File: config.mk
export PLATFORM = sky130hd
export DESIGN_NAME = nfps_ctrl
export DESIGN_NICKNAME = d
export VERILOG_FILES = /design/src/design/nfps_pkg.sv /design/src/design/nfps_ctrl.sv
export SDC_FILE = /design/constraint.sdc
export NUM_CORES = 1
export LEC_CHECK = 0
export ABC_AREA = 1
export BUFFER_PORTS_ARGS = -buffer_cell sky130_fd_sc_hd__buf_2
export CORE_AREA = 5 5 42 44
export CTS_CLUSTER_DIAMETER = 120
export DETAILED_ROUTE_END_ITERATION = 8
export DIE_AREA = 0 0 47 49
export PLACE_DENSITY_LB_ADDON = 0.25
export SETUP_SLACK_MARGIN = 0.3
export SLEW_MARGIN = 10
export SYNTH_ARGS = -nofsm -noshare
export SYNTH_HDL_FRONTEND = slang
export SYNTH_SLANG_ARGS = --single-unit
File: constraint.sdc
create_clock -name i_clk -period 1.35 [get_ports i_clk]
set_input_delay 0 -clock i_clk [delete_from_list [all_inputs] [get_ports i_clk]]
set_output_delay 0 -clock i_clk [all_outputs]
set_load 0.02 [all_outputs]
File: src/design/nfps_pkg.sv
// Package: shared types and constants for the parent selection core.
`default_nettype none
package nfps_pkg;

    localparam logic [1:0] ACT_WR_NBR = 2'd0;
    localparam logic [1:0] ACT_WR_ALL = 2'd1;
    localparam logic [1:0] ACT_SELECT = 2'd2;
    localparam logic [1:0] ACT_COMMIT = 2'd3;

    localparam logic [15:0] WILD_WEIGHT = 16'd4096;
    localparam logic [15:0] FIT_RESET   = 16'd4096;

    typedef enum logic [2:0] {
        S_CLEAR, S_IDLE, S_SUM, S_MUL, S_PICK, S_COPY, S_DONE
    } t_state;

    typedef enum logic [2:0] {
        CMD_NONE, CMD_CLEAR, CMD_ACCEPT, CMD_SUM, CMD_MUL, CMD_PICK, CMD_COPY, CMD_FINISH
    } t_cmd;

    typedef struct packed {
        logic clear_done;
        logic sweep_done;
        logic total_zero;
        logic hit;
        logic out_free;
    } t_status;

endpackage
`default_nettype wire

File: src/design/nfps_ctrl.sv
// Controller: sequences clear, write, select and commit transactions.
`default_nettype none
module nfps_ctrl (
    input  wire logic             i_clk,
    input  wire logic             i_rst_n,
    input  wire logic             i_in_valid,
    input  wire logic [1:0]       i_action,
    input  wire nfps_pkg::t_status i_status,
    output nfps_pkg::t_cmd        o_cmd,
    output logic                  o_in_ready
);
    import nfps_pkg::*;

    t_state r_state, n_state;

    always_ff @(posedge i_clk) begin
        if (!i_rst_n) begin
            r_state <= S_CLEAR;
        end else begin
            r_state <= n_state;
        end
    end

    always_comb begin
        n_state    = r_state;
        o_cmd      = CMD_NONE;
        o_in_ready = 1'b0;
        unique case (r_state)
            S_CLEAR: begin
                o_cmd = CMD_CLEAR;
                if (i_status.clear_done) n_state = S_IDLE;
            end
            S_IDLE: begin
                o_in_ready = 1'b1;
                if (i_in_valid) begin
                    o_cmd = CMD_ACCEPT;
                    unique case (i_action)
                        ACT_SELECT: n_state = S_SUM;
                        ACT_COMMIT: n_state = S_COPY;
                        default:    n_state = S_DONE;
                    endcase
                end
            end
            S_SUM: begin
                o_cmd = CMD_SUM;
                if (i_status.sweep_done) n_state = i_status.total_zero ? S_DONE : S_MUL;
            end
            S_MUL: begin
                o_cmd   = CMD_MUL;
                n_state = S_PICK;
            end
            S_PICK: begin
                o_cmd = CMD_PICK;
                if (i_status.hit || i_status.sweep_done) n_state = S_DONE;
            end
            S_COPY: begin
                o_cmd = CMD_COPY;
                if (i_status.sweep_done) n_state = S_DONE;
            end
            S_DONE: begin
                if (i_status.out_free) begin
                    o_cmd   = CMD_FINISH;
                    n_state = S_IDLE;
                end
            end
            default: n_state = S_CLEAR;
        endcase
    end
endmodule
`default_nettype wire

# After elaboration in Yosys (flattened, before gate mapping)
# Cells that the tools add are included.
# word_totals
register_bits	3
latch_bits	0
mem_bits_rw	0
mem_bits_ro	0
inputBits	10
output_inout_bits	4
word_cells	31
memories	0
# op_classes
add_sub_neg	0
n_mul	0
div	0
n_lt_le_gt_ge	0
eq_ne	14
shift	0
n_mux	13
n_bitwise	0
reduce_logical	3
# ops
operator	n
3-bit case mux with 7 select lines	2
3-bit 2-to-1 mux	8
2-bit != test (second input constant)	6
3-bit equality test (second input constant)	3
3-bit by 2-bit equality test with 1-bit output (second input constant)	2
3-bit case mux with 2 select lines	1
6-bit AND reduction	1
2-bit equality test (second input constant)	2
3-bit by 1-bit equality test with 1-bit output (second input constant)	1
3-bit logical NOT	1
2-bit 2-to-1 mux	1
1-bit logical OR	1
1-bit 2-to-1 mux	1

# Longest topological paths before layout
# depth
ltp_word	4
depth_mapped	9
ltp_nobuf	9

# Worst setup path after synthesis
# No wires, ideal clock.
# synth_timing
kind	reg2reg
start	register r_state[1]
end	register r_state[2]
setup_time_ns	0.113
t_arrival_ns	1.002
t_required_ns	1.237
setup_slack_ns	0.235
path_stages_with_launch	8
n_path_buf	0
synth_period_minus_slack_ns	1.115
path_cell_list	dfxtp_1 inv_2 nand3_2 inv_1 o21ai_0 nand3_1 nor2_1 nor2_1
# synth_between
elab_chain_len	3
word_cells_on_any_way	15
classes_between	12 x eq/ne; 1 x mux; 2 x reduce/logical
# synth_rtl
item	line	source
from (decl)	nfps_ctrl.sv:14	t_state r_state, n_state;
from (signal assigned)	nfps_ctrl.sv:20	r_state <= n_state;
3-bit equality test, or another cell as far along	nfps_ctrl.sv:28	unique case (r_state)
2-bit != test (no source line)	--	
6-bit AND reduction (no source line)	--	
# Parallel ways exist; a longest one is shown, timed or not.
# A chain may end at the register's enable or synchronous reset.

# Final worst setup path
# layout_timing
start	register r_state[0]
end	output o_cmd[2]
# layout_between
elab_chain_len	2
word_cells_on_any_way	8
classes_between	6 x eq/ne; 1 x mux; 1 x reduce/logical
# layout_rtl
item	line	source
3-bit equality test, or another cell as far along	nfps_ctrl.sv:28	
3-bit case mux with 7 select lines *	nfps_ctrl.sv:28	
to (decl)	nfps_ctrl.sv:9	output nfps_pkg::t_cmd o_cmd,
# Mark *: on every way between the ends. The rest lies on a longest branch, timed or not.

==> metrics <==
outcome complete, but fails checks; failing checks negative hold slack; Finished Cell Area approximately 620 sq um; first-pass GRT wire length 1.84 mm; met3 routed WL between 50 and 60 um; Placed Area approximately 450 sq um; period utilization 0.821; placed insts 97; hpwl dp 822 um; I/O Buffers 13; final net count 100; largest net degree at the start of global routing 9; Biggest register r_state; post-route core utilization 0.444; EDFF count, synth 0; max reg flops 3; die width between 40 and 50 um; Post-Syn Nets between 70 and 80; Metal-1 WL 412 um; die height just under 50 um; layout cells sized above 1 0.517; aggregate global-route resource usage 0.110; Layout area overhead 73.2%; biggest regs r_state x3; final slew viol count 0; final hold violation count 1; Vias/cell 4.80; CTS root buf clkbuf_4; clock sinks 3; setup_tns 0 ns; max-cap viol count 0; number of buffers created by CTS 3; Post-Syn Area around 360 sq um; Max-slew headroom 0.861; number of synthesis warnings 0; Worst Path Max Fanout 7; Final Critical Period approximately 1.1 ns; routed wire length 1.16 mm; Max Freq roughly 0.9 GHz; CTS tree yes; core area 0.00140 sq mm; post-synthesis sequential area ratio 0.167; Mapped Avg Cell Area 5.28 sq um; DRC Markers 0; top post-synthesis cells by count nand2_1 (18), nand3_1 (14), nor2_1 (9); clock network power share 0.091; RSZ-0062 raised after global routing yes; Crit. End Element output pin; sequential power share 0.188; Worst EP arrival between 1 and 1.5 ns; Initial Util 0.256; vias in the first global route 498; Comb pwr share 0.721; Max clock buf depth 2; initial antenna violation count 0; post-synth top area share 0.195; final setup vio count 0; clock skew 0.00423 ns; worst skew pair latency ~0.23 ns; TritonRoute pass-1 iters 4; via count about 500; most frequent cell after synthesis nand2_1; Finished Layout Cells 105; sw power about 880 uW; startpoint types flop; H-tree levels 1; most area-consuming cells after synthesis nand3_1 (20%), nand2_1 (19%), dfxtp_1 (17%); internal power roughly 810 uW; DR iter-0 viols 6; highest routed layer met3; top-level I/O count 14; hold slack -0.00129 ns; Avg WL per Cell between 10 and 15 um; Crit Path Class flop to output pin; Yosys top cell by area nand3_1; die area 0.00230 sq mm; Detail Route Antenna Nets 0; power density cells ~2700 mW/mm^2; Primary FF master, synth dfxtp_1; Max VDD drop roughly 1.2 mV; Post-synth ARST share 0; GPL Wtd Cong between 0.8 and 0.9; Pleak about 0.32 nW; sw frac 0.520; Slew @ Worst Pin ~0.21 ns; Mapped Cells between 60 and 70; met2 WL a little under 700 um; worst hold path type input pin to flop; Site Rows 14; diode count 0; #FFs+latches synth 3; grt ovf 0; clock-pin slew on the worst setup and hold paths ~0.040 ns; CP required approximately 1.4 ns; Unique masters post-synth 14
## power by group through the flow
stage,clock network [mW],registers (mW),logic (mW)
after floorplan,0,0.215,0.677
after global placement,0,0.239,0.879
after detailed placement,0,0.238,0.872
after CTS,0.166,0.292,1.10
after global routing,0.173,0.332,1.33
final,0.154,0.319,1.22
## timing repair
item	CTS	global route
endpoints found under the setup margin	7	7
gates resized for setup	25	12
cloned	0	0
buffers inserted	2	1
hold buffers	1	0
pin swaps	4	3
endpoints found under the hold margin	2	0
## logic make-up after synthesis
group / after synthesis / share of synthesized area
compound gates: 9 / 0.150
buf+inv: 11 / 0.115
flops: 3 / 0.167
simple gates: 45 / 0.568
## per-stage QoR
step | hold WS (ns) | setup slack [ns] | total power, mW
floorplan | 0.113 | 0.301 | 0.893
global placement | 0.247 | 0.179 | 1.12
detailed placement | 0.248 | 0.167 | 1.11
CTS | -0.0128 | 0.245 | 1.56
global route | 0.0161 | 0.166 | 1.83
finish | -0.00129 | 0.241 | 1.69
## worst paths after layout
kind	from	to	slack (ns)	cells past startpoint
hold / removal	i_rst_n	r_state[2]$_SDFFE_PN0P_	-0.001	3
hold reg to reg	r_state[0]$_SDFFE_PN0P_	r_state[0]$_SDFFE_PN0P_	0.57	2
setup reg to reg	r_state[1]$_SDFFE_PN0P_	r_state[1]$_SDFFE_PN0P_	0.25	6
setup / recovery	r_state[0]$_SDFFE_PN0P_	o_cmd[2]	0.24	5
## metal layers
| metal | global-route usage | vias up |
|---|---|---|
| met5 | 0 | - |
| met4 | 0.0645 | 0 |
| met3 | 0.0406 | 0 |
| met2 | 0.197 | 7 |
| met1 | 0.0963 | 232 |
| li1 | - | 265 |
## cell usage in the layout (no fill, tap or decap), drive strengths merged
cell | Yosys | final
inv | 10 | 11
a21oi | 4 | 4
buf | 0 | 16
nand2 | 18 | 18
dlygate4sd3 | 0 | 1
o211ai | 1 | 1
o21ai | 3 | 3
nand3 | 16 | 16
nor2 | 11 | 11
o21a | 1 | 1
dfxtp | 3 | 3
clkbuf | 0 | 4
## final cells by class
class	count	area [sq um]
repair buffers	17	119
inverters	11	58.8
clock buffers	4	26.3
flip-flops and latches	3	71.3
well taps	16	20.0
fillers	164	779
multi-input cells	54	327
## critical path, cell delays in order (launching register included)
cell and delay (ns):
dfxtp_4 0.41, inv_6 0.06, o21ai_2 0.13, nand2_1 0.09, nand2_1 0.08, buf_6 0.11
Note: power is estimated with default switching activity, not from simulation.
